## src/rtl/reconnect_backoff_jitter_macros.svh

```systemverilog
// Assertion macros for the reconnect backoff scheduler.
// Included by rbj_jitter and reconnect_backoff_jitter; define ASSERT_OFF to drop the checks.
`ifndef RECONNECT_BACKOFF_JITTER_MACROS_SVH
`define RECONNECT_BACKOFF_JITTER_MACROS_SVH
`ifndef ASSERT_OFF
// Same-cycle implication, disabled during reset.
`define RBJ_ASSERT_IMP(label, clk, rst_n, ante, cons) \
    label: assert property (@(posedge clk) disable iff (!rst_n) (ante) |-> (cons)) \
        else $error("rbj: same-cycle check failed");
// Next-cycle implication, disabled during reset.
`define RBJ_ASSERT_NXT(label, clk, rst_n, ante, cons) \
    label: assert property (@(posedge clk) disable iff (!rst_n) (ante) |=> (cons)) \
        else $error("rbj: next-cycle check failed");
`else
`define RBJ_ASSERT_IMP(label, clk, rst_n, ante, cons)
`define RBJ_ASSERT_NXT(label, clk, rst_n, ante, cons)
`endif
`endif

```

## src/rtl/rbj_pkg.sv

```systemverilog
// Shared widths, reset values and codes for the reconnect backoff scheduler.
// No dependencies; imported by rbj_jitter and reconnect_backoff_jitter.
`timescale 1ns / 1ps

package rbj_pkg;

    localparam int TIME_W    = 32;              // millisecond time
    localparam int BO_W      = 20;              // backoff and config registers
    localparam int RND_W     = 31;              // random word
    localparam int R_W       = BO_W - 2;        // backoff / 5 always fits here
    localparam int SPAN_W    = R_W + 1;         // 2r + 1
    localparam int JIT_W     = BO_W + 1;        // jittered backoff
    localparam int DIV_STEPS = BO_W / 2;        // radix-4 digits of the backoff
    localparam int CNT_W     = $clog2(RND_W);   // step counter of the serial unit

    localparam int CFG_IDX_W = 2;
    localparam int IN_DATA_W  = 64;             // now_ms, link_up, random_word
    localparam int OUT_DATA_W = 56;             // three flags, next_due, backoff

    localparam logic [BO_W-1:0] INIT_BACKOFF_RST = BO_W'(1000);
    localparam logic [BO_W-1:0] MAX_BACKOFF_RST  = BO_W'(30000);

    // Register indexes on the configuration channel
    localparam logic [CFG_IDX_W-1:0] CFG_INIT_BACKOFF = 2'd0;
    localparam logic [CFG_IDX_W-1:0] CFG_MAX_BACKOFF  = 2'd1;

    // Item kinds carried on tuser
    localparam logic FUNC_TICK  = 1'b0;
    localparam logic FUNC_BEGIN = 1'b1;

endpackage

```

## src/rtl/rbj_jitter.sv

```systemverilog
// Serial jitter unit: r = backoff / 5 by radix-4 long division, then
// random_word mod (2r + 1) one bit per cycle. Depends on rbj_pkg.
`timescale 1ns / 1ps
`include "reconnect_backoff_jitter_macros.svh"

module rbj_jitter (
    input  logic                        i_clk,
    input  logic                        i_rst_n,
    input  logic                        i_start,
    input  logic [rbj_pkg::BO_W-1:0]    i_backoff,
    input  logic [rbj_pkg::RND_W-1:0]   i_rnd,
    output logic                        o_done,
    output logic [rbj_pkg::R_W-1:0]     o_r,
    output logic [rbj_pkg::SPAN_W-1:0]  o_mod
);
    import rbj_pkg::*;

    localparam logic [1:0] J_IDLE = 2'd0;
    localparam logic [1:0] J_DIV  = 2'd1;
    localparam logic [1:0] J_MOD  = 2'd2;

    logic [1:0]        r_state, n_state;
    logic [CNT_W-1:0]  r_cnt, n_cnt;
    logic [BO_W-1:0]   r_bsh, n_bsh;
    logic [R_W-1:0]    r_q, n_q;
    logic [2:0]        r_rem5, n_rem5;
    logic [RND_W-1:0]  r_rsh, n_rsh;
    logic [SPAN_W-1:0] r_span, n_span;
    logic [SPAN_W-1:0] r_rem, n_rem;
    logic              r_done, n_done;

    logic [4:0]        w_v;      // partial remainder with the next base-4 digit
    logic [1:0]        w_qd;
    logic [2:0]        w_rem5;
    logic [SPAN_W:0]   w_t;      // shifted remainder with the next random bit

    // One base-4 quotient digit of the division by five
    always_comb begin
        w_v = {r_rem5, r_bsh[BO_W-1 -: 2]};
        if (w_v >= 5'd15) begin
            w_qd   = 2'd3;
            w_rem5 = 3'(w_v - 5'd15);
        end else if (w_v >= 5'd10) begin
            w_qd   = 2'd2;
            w_rem5 = 3'(w_v - 5'd10);
        end else if (w_v >= 5'd5) begin
            w_qd   = 2'd1;
            w_rem5 = 3'(w_v - 5'd5);
        end else begin
            w_qd   = 2'd0;
            w_rem5 = w_v[2:0];
        end
    end

    assign w_t = {r_rem, r_rsh[RND_W-1]};

    always_comb begin
        n_state = r_state;
        n_cnt   = r_cnt;
        n_bsh   = r_bsh;
        n_q     = r_q;
        n_rem5  = r_rem5;
        n_rsh   = r_rsh;
        n_span  = r_span;
        n_rem   = r_rem;
        n_done  = 1'b0;
        case (r_state)
            J_IDLE: begin
                if (i_start) begin
                    n_state = J_DIV;
                    n_cnt   = CNT_W'(DIV_STEPS - 1);
                    n_bsh   = i_backoff;
                    n_rsh   = i_rnd;
                    n_q     = '0;
                    n_rem5  = '0;
                end
            end
            J_DIV: begin
                // top digit of the quotient is always zero and drops out
                n_q    = {r_q[R_W-3:0], w_qd};
                n_rem5 = w_rem5;
                n_bsh  = {r_bsh[BO_W-3:0], 2'b00};
                n_cnt  = r_cnt - 1'b1;
                if (r_cnt == '0) begin
                    n_state = J_MOD;
                    n_cnt   = CNT_W'(RND_W - 1);
                    n_span  = {n_q, 1'b1};
                    n_rem   = '0;
                end
            end
            J_MOD: begin
                if (w_t >= {1'b0, r_span}) begin
                    n_rem = SPAN_W'(w_t - {1'b0, r_span});
                end else begin
                    n_rem = w_t[SPAN_W-1:0];
                end
                n_rsh = {r_rsh[RND_W-2:0], 1'b0};
                n_cnt = r_cnt - 1'b1;
                if (r_cnt == '0) begin
                    n_state = J_IDLE;
                    n_done  = 1'b1;
                end
            end
            default: begin
                n_state = J_IDLE;
            end
        endcase
    end

    always_ff @(posedge i_clk) begin
        if (!i_rst_n) begin
            r_state <= J_IDLE;
            r_done  <= 1'b0;
        end else begin
            r_state <= n_state;
            r_done  <= n_done;
        end
        r_cnt  <= n_cnt;
        r_bsh  <= n_bsh;
        r_q    <= n_q;
        r_rem5 <= n_rem5;
        r_rsh  <= n_rsh;
        r_span <= n_span;
        r_rem  <= n_rem;
    end

    assign o_done = r_done;
    assign o_r    = r_q;
    assign o_mod  = r_rem;

    `RBJ_ASSERT_IMP(a_rem_below_span, i_clk, i_rst_n, r_state == J_MOD, r_rem < r_span)
    `RBJ_ASSERT_IMP(a_done_from_idle, i_clk, i_rst_n, r_done, r_state == J_IDLE)
    `RBJ_ASSERT_NXT(a_done_pulse, i_clk, i_rst_n, r_done, !r_done)

endmodule

```

## src/rtl/reconnect_backoff_jitter.sv

```systemverilog
// Flow: a start request, a tick with link up or a tick not yet due goes from S_EVAL to S_DONE;
// a due tick waits in S_JIT for rbj_jitter: 10 radix-4 steps of backoff/5 and 31 bit steps of
// random mod (2r+1). One item at a time: the next is accepted only after the result is loaded
// into the output register, so a held result stalls.
// Reset (i_rst_n low, synchronous): backoff 1000 ms, max 30000 ms, next due 0, link seen down.
// Depends on rbj_pkg, rbj_jitter and reconnect_backoff_jitter_macros.svh.
`timescale 1ns / 1ps
`include "reconnect_backoff_jitter_macros.svh"

module reconnect_backoff_jitter (
    input  logic                              i_clk,
    input  logic                              i_rst_n,
    // input items
    input  logic                              i_s_tvalid,
    output logic                              o_s_tready,
    input  logic [rbj_pkg::IN_DATA_W-1:0]     i_s_tdata,  // now_ms, link_up, random_word
    input  logic                              i_s_tuser,  // func
    // result items
    output logic                              o_m_tvalid,
    input  logic                              i_m_tready,
    // attempt_now, link_came_up, link_went_down, next_due_ms, backoff_now_ms, zero pad
    output logic [rbj_pkg::OUT_DATA_W-1:0]    o_m_tdata,
    // configuration writes
    input  logic                              i_cfg_valid,
    output logic                              o_cfg_ready,
    input  logic [rbj_pkg::CFG_IDX_W-1:0]     i_cfg_index,
    input  logic [rbj_pkg::BO_W-1:0]          i_cfg_data
);
    import rbj_pkg::*;

    localparam logic [1:0] S_IDLE = 2'd0;  // take the next item
    localparam logic [1:0] S_EVAL = 2'd1;  // decide what the item does
    localparam logic [1:0] S_JIT  = 2'd2;  // wait for the jitter draw
    localparam logic [1:0] S_DONE = 2'd3;  // hand the result to the output register

    logic [1:0]        r_state, n_state;

    // configuration
    logic [BO_W-1:0]   r_init_backoff;
    logic [BO_W-1:0]   r_max_backoff;

    // scheduler state
    logic              r_was_up, n_was_up;
    logic [TIME_W-1:0] r_next_due, n_next_due;
    logic [BO_W-1:0]   r_backoff, n_backoff;

    // latched item
    logic              r_func;
    logic [TIME_W-1:0] r_now;
    logic              r_up;
    logic [RND_W-1:0]  r_rnd;

    // result flags of the current item
    logic              r_att, n_att;
    logic              r_came, n_came;
    logic              r_went, n_went;

    // output register
    logic                  r_ovalid;
    logic [OUT_DATA_W-1:0] r_odata;

    logic              w_accept;
    logic              w_jit_start;
    logic              w_jit_done;
    logic [R_W-1:0]    w_jit_r;
    logic [SPAN_W-1:0] w_jit_mod;
    logic [JIT_W-1:0]  w_jit;
    logic [JIT_W-1:0]  w_dbl;
    logic [TIME_W-1:0] w_due_ref;
    logic              w_oload;

    assign o_s_tready  = (r_state == S_IDLE);
    assign o_cfg_ready = 1'b1;
    assign w_accept    = i_s_tvalid && o_s_tready;

    // Jittered backoff: backoff + (rnd mod (2r+1)) - r, never negative since r <= backoff/5
    assign w_jit = JIT_W'({1'b0, r_backoff} + JIT_W'(w_jit_mod) - JIT_W'(w_jit_r));
    // Doubled backoff, one bit wider so it never wraps
    assign w_dbl = {r_backoff, 1'b0};
    // A drop seen on this tick makes the retry due right away
    assign w_due_ref = r_was_up ? r_now : r_next_due;

    // Load the output register once it is empty or being drained
    assign w_oload = (r_state == S_DONE) && (!r_ovalid || i_m_tready);

    always_comb begin
        n_state     = r_state;
        n_was_up    = r_was_up;
        n_next_due  = r_next_due;
        n_backoff   = r_backoff;
        n_att       = r_att;
        n_came      = r_came;
        n_went      = r_went;
        w_jit_start = 1'b0;
        case (r_state)
            S_IDLE: begin
                if (w_accept) begin
                    n_state = S_EVAL;
                    n_att   = 1'b0;
                    n_came  = 1'b0;
                    n_went  = 1'b0;
                end
            end
            S_EVAL: begin
                n_state = S_DONE;
                if (r_func == FUNC_BEGIN) begin
                    // start request: attempt now, next one a plain backoff later
                    n_att      = 1'b1;
                    n_next_due = r_now + TIME_W'(r_backoff);
                end else if (r_up) begin
                    // link up: restore the initial backoff on the rising edge
                    if (!r_was_up) begin
                        n_was_up  = 1'b1;
                        n_backoff = r_init_backoff;
                        n_came    = 1'b1;
                    end
                end else begin
                    // link down: note a falling edge, then test the due time
                    if (r_was_up) begin
                        n_was_up   = 1'b0;
                        n_went     = 1'b1;
                        n_next_due = r_now;
                    end
                    if (r_now >= w_due_ref) begin
                        n_att       = 1'b1;
                        w_jit_start = 1'b1;
                        n_state     = S_JIT;
                    end
                end
            end
            S_JIT: begin
                if (w_jit_done) begin
                    n_next_due = r_now + TIME_W'(w_jit);
                    n_backoff  = (w_dbl > {1'b0, r_max_backoff}) ?
                                 r_max_backoff : w_dbl[BO_W-1:0];
                    n_state    = S_DONE;
                end
            end
            S_DONE: begin
                if (w_oload) begin
                    n_state = S_IDLE;
                end
            end
            default: begin
                n_state = S_IDLE;
            end
        endcase
    end

    always_ff @(posedge i_clk) begin
        if (!i_rst_n) begin
            r_state        <= S_IDLE;
            r_init_backoff <= INIT_BACKOFF_RST;
            r_max_backoff  <= MAX_BACKOFF_RST;
            r_was_up       <= 1'b0;
            r_next_due     <= '0;
            r_backoff      <= INIT_BACKOFF_RST;
            r_ovalid       <= 1'b0;
        end else begin
            r_state    <= n_state;
            r_was_up   <= n_was_up;
            r_next_due <= n_next_due;
            r_backoff  <= n_backoff;
            if (i_cfg_valid && o_cfg_ready) begin
                case (i_cfg_index)
                    CFG_INIT_BACKOFF: r_init_backoff <= i_cfg_data;
                    CFG_MAX_BACKOFF:  r_max_backoff  <= i_cfg_data;
                    default: begin
                        // drop writes beyond the register list
                    end
                endcase
            end
            if (w_oload) begin
                r_ovalid <= 1'b1;
            end else if (i_m_tready) begin
                r_ovalid <= 1'b0;
            end
        end
    end

    // Payload registers: no reset
    always_ff @(posedge i_clk) begin
        if (w_accept) begin
            r_func <= i_s_tuser;
            r_now  <= i_s_tdata[TIME_W-1:0];
            r_up   <= i_s_tdata[TIME_W];
            r_rnd  <= i_s_tdata[TIME_W+1 +: RND_W];
        end
        r_att  <= n_att;
        r_came <= n_came;
        r_went <= n_went;
        if (w_oload) begin
            r_odata <= OUT_DATA_W'({r_backoff, r_next_due, r_went, r_came, r_att});
        end
    end

    rbj_jitter u_jitter (
        .i_clk     (i_clk),
        .i_rst_n   (i_rst_n),
        .i_start   (w_jit_start),
        .i_backoff (r_backoff),
        .i_rnd     (r_rnd),
        .o_done    (w_jit_done),
        .o_r       (w_jit_r),
        .o_mod     (w_jit_mod)
    );

    assign o_m_tvalid = r_ovalid;
    assign o_m_tdata  = r_odata;

    `RBJ_ASSERT_IMP(a_jit_done_in_wait, i_clk, i_rst_n, w_jit_done, r_state == S_JIT)
    `RBJ_ASSERT_NXT(a_backoff_capped, i_clk, i_rst_n, w_jit_done, r_backoff <= r_max_backoff)
    `RBJ_ASSERT_IMP(a_edges_exclusive, i_clk, i_rst_n, o_m_tvalid, !(o_m_tdata[1] && o_m_tdata[2]))
    `RBJ_ASSERT_IMP(a_no_attempt_on_up, i_clk, i_rst_n, o_m_tvalid, !(o_m_tdata[0] && o_m_tdata[1]))

endmodule

```

## config.mk

```make
export PLATFORM = sky130hd
export DESIGN_NAME = reconnect_backoff_jitter
export DESIGN_NICKNAME = d
export VERILOG_FILES = /design/src/rtl/rbj_pkg.sv /design/src/rtl/rbj_jitter.sv /design/src/rtl/reconnect_backoff_jitter.sv
export VERILOG_INCLUDE_DIRS = /design/src /design/src/rtl
export SDC_FILE = /design/constraint.sdc
export NUM_CORES = 1
export LEC_CHECK = 0
export ABC_AREA = 1
export BUFFER_PORTS_ARGS = -buffer_cell sky130_fd_sc_hd__buf_2
export CORE_MARGIN = 4
export CORE_UTILIZATION = 35
export CTS_CLUSTER_DIAMETER = 100
export DETAILED_ROUTE_END_ITERATION = 10
export PLACE_DENSITY = 0.5
export SYNTH_ARGS = -nofsm -noshare
export SYNTH_HDL_FRONTEND = slang
export SYNTH_SLANG_ARGS = --single-unit
```

## constraint.sdc

```tcl
create_clock -name i_clk -period 8.1 [get_ports i_clk]
set_input_delay 2.025 -clock i_clk [delete_from_list [all_inputs] [get_ports i_clk]]
set_output_delay 2.025 -clock i_clk [all_outputs]
set_load 0.01 [all_outputs]
```

# Word level (Yosys, flattened, before mapping)
# Index checks and enable logic that the tools add are counted.
# W data, S select, Z words.
# word_totals
register_bits,336
out_inout_bits,59
wordCells,153
inputBits,92
# op_classes
magnitude_cmp,6
add_sub_neg,9
n_eq_ne,19
n_bitwise,1
n_reduce_logical,31
muxes,63
# ops
operator,n
$mux W32,4
$mux W20,6
$pmux W20 S2,2
$pmux W32 S2,1
$pmux W31 S2,1
$mux W19,2
$pmux W19 S2,1
$pmux W18 S2,1
$add A32 B20 Y32,1
$add A32 B21 Y32,1
$ge A32 B32 Y1,1
$mux W31,1
$mux W1,22
$add A20 B19 Y21,1
$gt A21 B20 Y1,1
$sub A21 B18 Y21,1
$ge A20 B19 Y1,1
$sub A19 B19 Y19,1
$mux W18,1
$reduce_and A2 Y1,9
$mux W2,8
$pmux W5 S3,1
$reduce_and A5 Y1,3
$mux W3,4
other kinds (25),54

# Logic depth before layout (Yosys ltp)
# Gate-level depths: netlist (run 1).
# depth
depth_word,8
ltp_mapped,29

# Hierarchy
# Synthesis (run 1) repeated with hierarchy kept, for this count alone.
# hier_totals
cells_unflattened,2775
hier_area_um2,21509.4
# modules_own_cells
module,instances,seq_area_each_um2,cells_per_inst,area_each_um2
reconnect_backoff_jitter,1,5615.4,2055,15198.3
rbj_jitter,1,3483.3,720,6311.1

# Worst setup path before layout (run 1)
# Ideal clock, no wire load.
# synth_path
kind,input to register
from,input port i_m_tready
to,"register r_odata[0], in the netlist o_m_tdata[0] (enable)"
setup_time_ps,486
required_time_ps,7614
setup_slack_ps,2884
path_stages,2
n_path_buf,0
t_arrival_ps,4730
path_cell_list,inv_1 a21oi_1
# synth_between
elab_chain_len,2
# synth_lines
item,line,source
from (decl),reconnect_backoff_jitter.sv:20,"input logic i_m_tready,"
$logic_or A1 B1 Y1,reconnect_backoff_jitter.sv:84,assign w_oload = (r_state == S_DONE) && (!r_ovalid || i_m_tready);
$logic_and A1 B1 Y1,reconnect_backoff_jitter.sv:84,
via w_oload,reconnect_backoff_jitter.sv:70,logic w_oload;
to (signal assigned),reconnect_backoff_jitter.sv:193,"r_odata <= OUT_DATA_W'({r_backoff, r_next_due, r_went, r_came, r_att});"
to (decl),reconnect_backoff_jitter.sv:60,logic [OUT_DATA_W-1:0] r_odata;
# The timed path passes the listed nets, and every way through them passes these cells.
# A chain may end at the register's enable or synchronous reset.

# Worst setup path after layout (run 1)
# layout_path
from,register r_backoff[2]
to,register r_next_due[29]
# layout_between
elab_chain_len,5
word_cells_on_any_way,7
# layout_lines
item,line,source
from (decl),reconnect_backoff_jitter.sv:45,"logic [BO_W-1:0] r_backoff, n_backoff;"
from (signal assigned),reconnect_backoff_jitter.sv:163,r_backoff <= n_backoff;
$add A20 B19 Y21,reconnect_backoff_jitter.sv:77,"assign w_jit = JIT_W'({1'b0, r_backoff} + JIT_W'(w_jit_mod) - JIT_W'(w_jit_r));"
$sub A21 B18 Y21,reconnect_backoff_jitter.sv:77,
$add A32 B21 Y32,reconnect_backoff_jitter.sv:133,n_next_due = r_now + TIME_W'(w_jit);
$mux W32,reconnect_backoff_jitter.sv:132,if (w_jit_done) begin
$pmux W32 S2 (*),reconnect_backoff_jitter.sv:95,case (r_state)
to (signal assigned),reconnect_backoff_jitter.sv:162,r_next_due <= n_next_due;
to (decl),reconnect_backoff_jitter.sv:44,"logic [TIME_W-1:0] r_next_due, n_next_due;"
# Every way passes the cells marked *; elsewhere a longest branch is shown, timed or not. The select of a mux whose other input is x is not followed.

==> results of run 1 <==
[worst register-to-register path, stage by stage, from the launching register on]
cell	delay, ns
dfxtp_1	0.51
inv_1	0.17
fa_1	0.55
inv_1	0.05
ha_1	0.36
a21oi_1	0.21
o21ai_0	0.09
a21oi_1	0.36
o21ai_2	0.12
a21boi_0	0.30
o21ai_0	0.15
xor2_1	0.23
ha_1	0.32
nand2_1	0.09
inv_1	0.08
a21oi_1	0.42
o21ai_0	0.18
nand2_1	0.11
nand3_2	0.20
nand2_1	0.12
nand2_1	0.05
nand3_1	0.07
nand3_1	0.09
nand2_1	0.08
inv_1	0.04
[power by group through the flow]
stage | sequential (mW) | combinational, mW | clock, mW
after floorplan | 2.66 | 4.48 | 0
after global placement | 2.83 | 6.28 | 0
after detailed placement | 2.83 | 6.28 | 0
after CTS | 2.80 | 6.31 | 1.90
after global routing | 2.84 | 7.12 | 1.97
final | 2.80 | 6.34 | 1.84
[kinds of logic after synthesis]
family,share of synthesized area [%]
fa+ha+maj,11.2
simple gates,20.1
other cells,0.0369
mux,0.886
buf+inv,7.18
flops,44.7
xor+xnor,2.37
compound gates,13.5
[how the worst max path moves through the flow]
stage	start	endpoint	slack [ns]	cells past startpoint
final	r_backoff[2]	r_next_due[29]	3.03	24
after global placement	r_backoff[1]	r_next_due[29]	3.15	26
after global routing	r_backoff[2]	r_next_due[21]	2.60	22
after CTS	r_backoff[2]	r_next_due[29]	3.12	24
after detailed placement	r_backoff[2]	r_next_due[29]	3.15	24
after floorplan	i_m_tready	o_m_tdata[0]	2.88	2
[cell type report]
cell class | instances | area, µm²
flip-flops and latches | 336 | 9100
well taps | 765 | 957
clock inverters | 17 | 218
multi-input cells | 1716 | 9820
inverters | 299 | 1120
fillers | 5826 | 34300
clock buffers | 58 | 1140
repair buffers | 166 | 876
[through the flow]
| stage | setup slack [ns] | power, mW | cells | cell area (µm²) |
|---|---|---|---|---|
| 3_5_place_dp | 3.15 | 9.11 | 3282 | 21900 |
| 6_report | 3.03 | 11.0 | 3357 | 23200 |
| 4_1_cts | 3.12 | 11.0 | 3357 | 23200 |
| 2_1_floorplan | 2.88 | 7.14 | 2424 | 20300 |
| 5_1_grt | 2.60 | 11.9 | 3357 | 23200 |
| 3_3_place_gp | 3.15 | 9.10 | 3282 | 21900 |
[flip-flops by register name (all words and copies together) (netlist names), 2 cells and up]
signal	cells
o_m_tdata	55
r_backoff	20
r_init_backoff	20
r_max_backoff	20
r_next_due	32
r_now	32
r_rnd	31
r_state	2
u_jitter.o_mod	19
u_jitter.o_r	18
u_jitter.r_bsh	20
u_jitter.r_cnt	5
u_jitter.r_rem5	3
u_jitter.r_rsh	31
u_jitter.r_span	18
u_jitter.r_state	2
[cells in the final DEF (no fill, tap or decap), drive strengths merged, types with 58 or more instances in the layout]
master  synthesis  routed
a21oi         223     223
edfxtp        237     237
inv           298     299
ha            148     148
nor2          182     182
nand3         129     129
nand2         596     596
clkbuf         49      58
o21ai         204     204
dfxtp          99      99
buf            24     166
[metal layers]
metal  vias to the layer above  part of all wire, %
li1                       8435                    -
met1                      8166                   49
met2                       492                   42
met3                        75                  6.1
met4                         0                  2.4
met5                         -                    0
==> impl_metrics.toml, run 1 <==
[timing]
fin_skew_ns = 0.0335
period_needed_ns = 5.07
worstMarginPinSlew_ns = 1.03
slew-limit-headroom_pct = 31.1
fin_setup_tns_ns = 0
slew_violations = 0
whs_ns = 0.437
setup_violations = 0
grt_setup_unrepaired = "no"
fmax_mhz = 197
period_share_pct = 62.5
hold_viol = 0

[run_status]
status = "complete, no violations"

[synth]
ys.flop_type = "edfxtp_1"
synth.most_common_cell = "nand2_1"
synth_warnings = 0
ys_ff_latch = 336
async_reset_ff_share_pct = 0
synth_common_cells = "nand2_1, inv_1, edfxtp_1, a21oi_1, o21ai_0"
avgSynthCellArea_um2 = 8.39
synth_cells = 2424
ys_seq_area_share_pct = 44.7
synth_nets = 2685
yosys.area.top_type = "edfxtp_1"
synth_top_area_share_pct = 35.0
ys_top_cells_by_area = "edfxtp_1, nand2_1, dfxtp_1"
ys_types = 53
synth_area_um2 = 20300
synth_edf_count = 237

[worst_setup_path]
crit_chain = "inv_1 > fa_1 > inv_1 > ha_1 > a21oi_1 > o21ai_0 > a21oi_1 > o21ai_2 > a21boi_0 > o21ai_0 > xor2_1 > ha_1 > nand2_1 > inv_1 > a21oi_1 > o21ai_0 > nand2_1 > nand3_2 > nand2_1 > nand2_1 > nand3_1 > nand3_1 > nand2_1 > inv_1"
crit_arrival_ns = 5.53
cp_max_fo = 6
startpoint_type = "flop"
crit_family = "compound AO/OA/AOI/OAI gates"
reg2reg_from = "r_backoff[2]"
path_buf_inv = 4
worst-r2r-cell-count = 24
r2r_end = "r_next_due[29]"
slowest_delay_ns = 0.55
slowest_stage = "fa_1"
worst-setup-path-type = "reg2reg"
end_kind = "flop"
cp.required_ns = 8.56
r2r_slack_ns = 3.03
cp_common_cell = "nand2_1"

[global_routing]
grtUsageMet1_pct = 30.4
grt_overflow_total = 0
busiest_layer = "met1"
grt_pass1_wl_um = 99100
grt_use_total_pct = 20.2
use_met2_pct = 30.1
grt_use_met3_pct = 3.62
antenna_found_initial = 0
grt_max_degree = 85
grt_pass1_vias = 16700

[clock_tree]
cts_tree = "done"
post_cts_buffers = 0
htree_levels = 2
postCtsHoldBufs = 0
cts_resized = 0
cts_buffers = 41
clock_sinks = 336
insertion_delay_ns = 0.59
clk_pin_slew_ns = 0.06
cts_max_path_buffers = 3
cts_root_buf = "clkbuf_16"

[min_path]
hold_class = "reg2reg"
min_delay_worst_endpoint = "o_m_tdata[1]"
min_path_cells = 0
hold_path_startpoint = "r_came"

[cells_and_area]
syn_to_final_growth_pct = 14.2
nets = 2821
drive_gt1_share_pct = 11.3
diodes = 0
final_core_util_pct = 40.4

[run]
drv_cap = 0

[die]
die_y_um = 249
die_w_um = 249
die_area_um2 = 62000
io_pins = 151
fp-row-count = 88
core_area_um2 = 57600
initial_core_util_pct = 35.3

[route]
wl_um = 64500
viasPerCell = 5.11
via_count = 17200
drt_iter0_drc = 1369
wire_per_inst_um = 19.2
ant_nets = 0
drc = 0
drt-pass1-iter-count = 5

[placed_design]
numPortBuffers = 148
hpwl_um = 48500
place.gp.congestion = 0.918

[power]
p_comb_share_pct = 57.7
p_seq_share_pct = 25.5
internal_power_mw = 5.44
pwr-share-clk_pct = 16.8
p_sw_share_pct = 50.5
p_leak_nw = 10.2
ir_drop_mv = 0.232
netSwitchingPower_mw = 5.54
p_per_area_nw_per_um2 = 473
(Power assumes the default switching activity.)
==> inputs of run 2 (changes only) <==
--- a/config.mk
+++ b/config.mk
@@ -12,7 +12,7 @@
 export CORE_UTILIZATION = 35
 export CTS_CLUSTER_DIAMETER = 100
 export DETAILED_ROUTE_END_ITERATION = 10
-export PLACE_DENSITY = 0.5
+export PLACE_DENSITY = 0.52
 export SYNTH_ARGS = -nofsm -noshare
 export SYNTH_HDL_FRONTEND = slang
 export SYNTH_SLANG_ARGS = --single-unit
==> constraint.sdc (replaced) <==
create_clock -name i_clk -period 4.1 [get_ports i_clk]
set_input_delay 1.025 -clock i_clk [delete_from_list [all_inputs] [get_ports i_clk]]
set_output_delay 1.025 -clock i_clk [all_outputs]
set_load 0.01 [all_outputs]
==> impl_metrics.toml, run 2 (synthesis results as in run 1) <==
[route]
drt_iter0_drc = 1334
drc = 0
drt-pass1-iter-count = 7
wl_um = 66800
viasPerCell = 5.06
wire_per_inst_um = 18.9
ant_nets = 0
via_count = 17900

[clock_tree]
postCtsHoldBufs = 0
htree_levels = 2
clk_pin_slew_ns = 0.06
clock_sinks = 336
insertion_delay_ns = 0.60
cts_max_path_buffers = 3
cts_buffers = 40
cts_tree = "done"
cts_root_buf = "clkbuf_16"

[cells_and_area]
syn_to_final_growth_pct = 23.6
final_core_util_pct = 43.7
drive_gt1_share_pct = 20.9
largest_reg_flops = 55
nets = 2993
final_cell_mix = "nand2_1, inv_1, edfxtp_1"
final_common_cell = "nand2_1"
diodes = 0
final_design_area_no_fill_um2 = 25100

[worst_setup_path]
cp_max_fo = 5
crit_start = "r_backoff[11]"
cp.required_ns = 4.62
crit_arrival_ns = 4.62
worst-setup-path-type = "reg2reg"
end_kind = "flop"
startpoint_type = "flop"
reg2reg_from = "r_backoff[11]"

[global_routing]
grt_pass1_vias = 17600
grt_overflow_total = 0
grtUsageMet1_pct = 31.0
antenna_found_initial = 0
grt_use_total_pct = 20.8
grt_use_met3_pct = 3.80
use_met2_pct = 31.5
grt_max_degree = 61
busiest_layer = "met2"
grt_pass1_wl_um = 102000

[timing]
slew_violations = 0
period_needed_ns = 4.10
fmax_mhz = 244
setup_violations = 1
hold_viol = 0
period_share_pct = 100
fin_setup_tns_ns = -0.00305
fin_ws_ns = -0.00305
slew-limit-headroom_pct = 37.9
grt_setup_unrepaired = "yes"
worstMarginPinSlew_ns = 0.922
fin_skew_ns = 0.0534

[placed_design]
dpl_cell_area_um2 = 23100
numPortBuffers = 148
hpwl_um = 50500
place.gp.congestion = 0.919

[die]
fp-row-count = 88
core_area_um2 = 57600
die_area_um2 = 62000
initial_core_util_pct = 35.3
die_y_um = 249
io_pins = 151
die_w_um = 249

[run_status]
status = "complete, but fails checks"
violations = "negative setup slack"

[min_path]
hold_path_startpoint = "r_went"
hold_class = "reg2reg"

[run]
drv_cap = 0
## run 2: cell types whose count changed in the layout (fill, tap and decap cells not counted), sizes merged
| cell | previous run | this run |
|---|---|---|
| inv | 299 | 301 |
| clkinvlp | 1 | 3 |
| buf | 166 | 339 |
| clkbuf | 58 | 53 |
| bufinv | 2 | 3 |
| clkinv | 14 | 13 |
## run 2: cell type report
| type | count | area, µm² |
|---|---|---|
| clock inverter | 21 | 267 |
| fill | 5813 | 32400 |
| tap | 765 | 957 |
| multi-input combinational | 1716 | 10400 |
| timing repair buffer | 339 | 2230 |
| sequential | 336 | 9100 |
| clock buffer | 53 | 1070 |
| inverter | 299 | 1120 |
## run 2: stage by stage
| stage | hold slack (ns) | std cells | worst slack (ns) |
|---|---|---|---|
| 3_5_place_dp | 0.412 | 3442 | -0.263 |
| 3_3_place_gp | 0.405 | 3442 | -0.278 |
| 4_1_cts | 0.425 | 3518 | 0.00865 |
| 2_1_floorplan | 0.400 | 2424 | 0.0808 |
| 6_report | 0.424 | 3529 | -0.00305 |
| 5_1_grt | 0.437 | 3529 | -0.329 |
## run 2: per-layer routing
layer | share of wire, % | wire (µm) | vias to the layer above
met5 | 0 | 0 | -
met4 | 1.9 | 1300 | 0
met3 | 6.5 | 4360 | 76
met2 | 43 | 28700 | 504
met1 | 49 | 32500 | 8497
li1 | - | - | 8781
## run 2: repair_timing
action                     4_1_cts  5_1_grt
buffers inserted                 2       12
pin swaps                       12       65
gates cloned                     0        0
setup endpoints to repair       18       24
resized for setup               45      105
## run 2: path summary, 6_finish.rpt
| kind | end | slack, ns | cells past startpoint |
|---|---|---|---|
| min | o_m_tdata[2] | 0.42 | 0 |
| max | r_next_due[27] | -0.003 | 22 |
| max reg2reg | r_next_due[27] | -0.003 | 22 |
| min reg2reg | o_m_tdata[2] | 0.42 | 0 |
## run 2: worst max-delay path, stage by stage, from the launching register on
cell and delay [ns]:
dfxtp_1 0.34, inv_1 0.15, fa_1 0.56, inv_1 0.05, ha_1 0.32, nand2_1 0.10
nor2_1 0.18, nand4_1 0.10, o21ai_1 0.19, a21oi_1 0.11, xor2_1 0.19, ha_1 0.37
buf_4 0.15, nand4_1 0.16, nor3_2 0.24, nand4_1 0.22, nand3_4 0.18, nand2_2 0.07
nand2_1 0.06, nand3_1 0.08, nand3_1 0.10, nand2_1 0.06, inv_1 0.05
Power of run 2 is left out: the tool's default activity adds up to more than one toggle a clock period on the data nets, which glitch-free logic cannot reach.
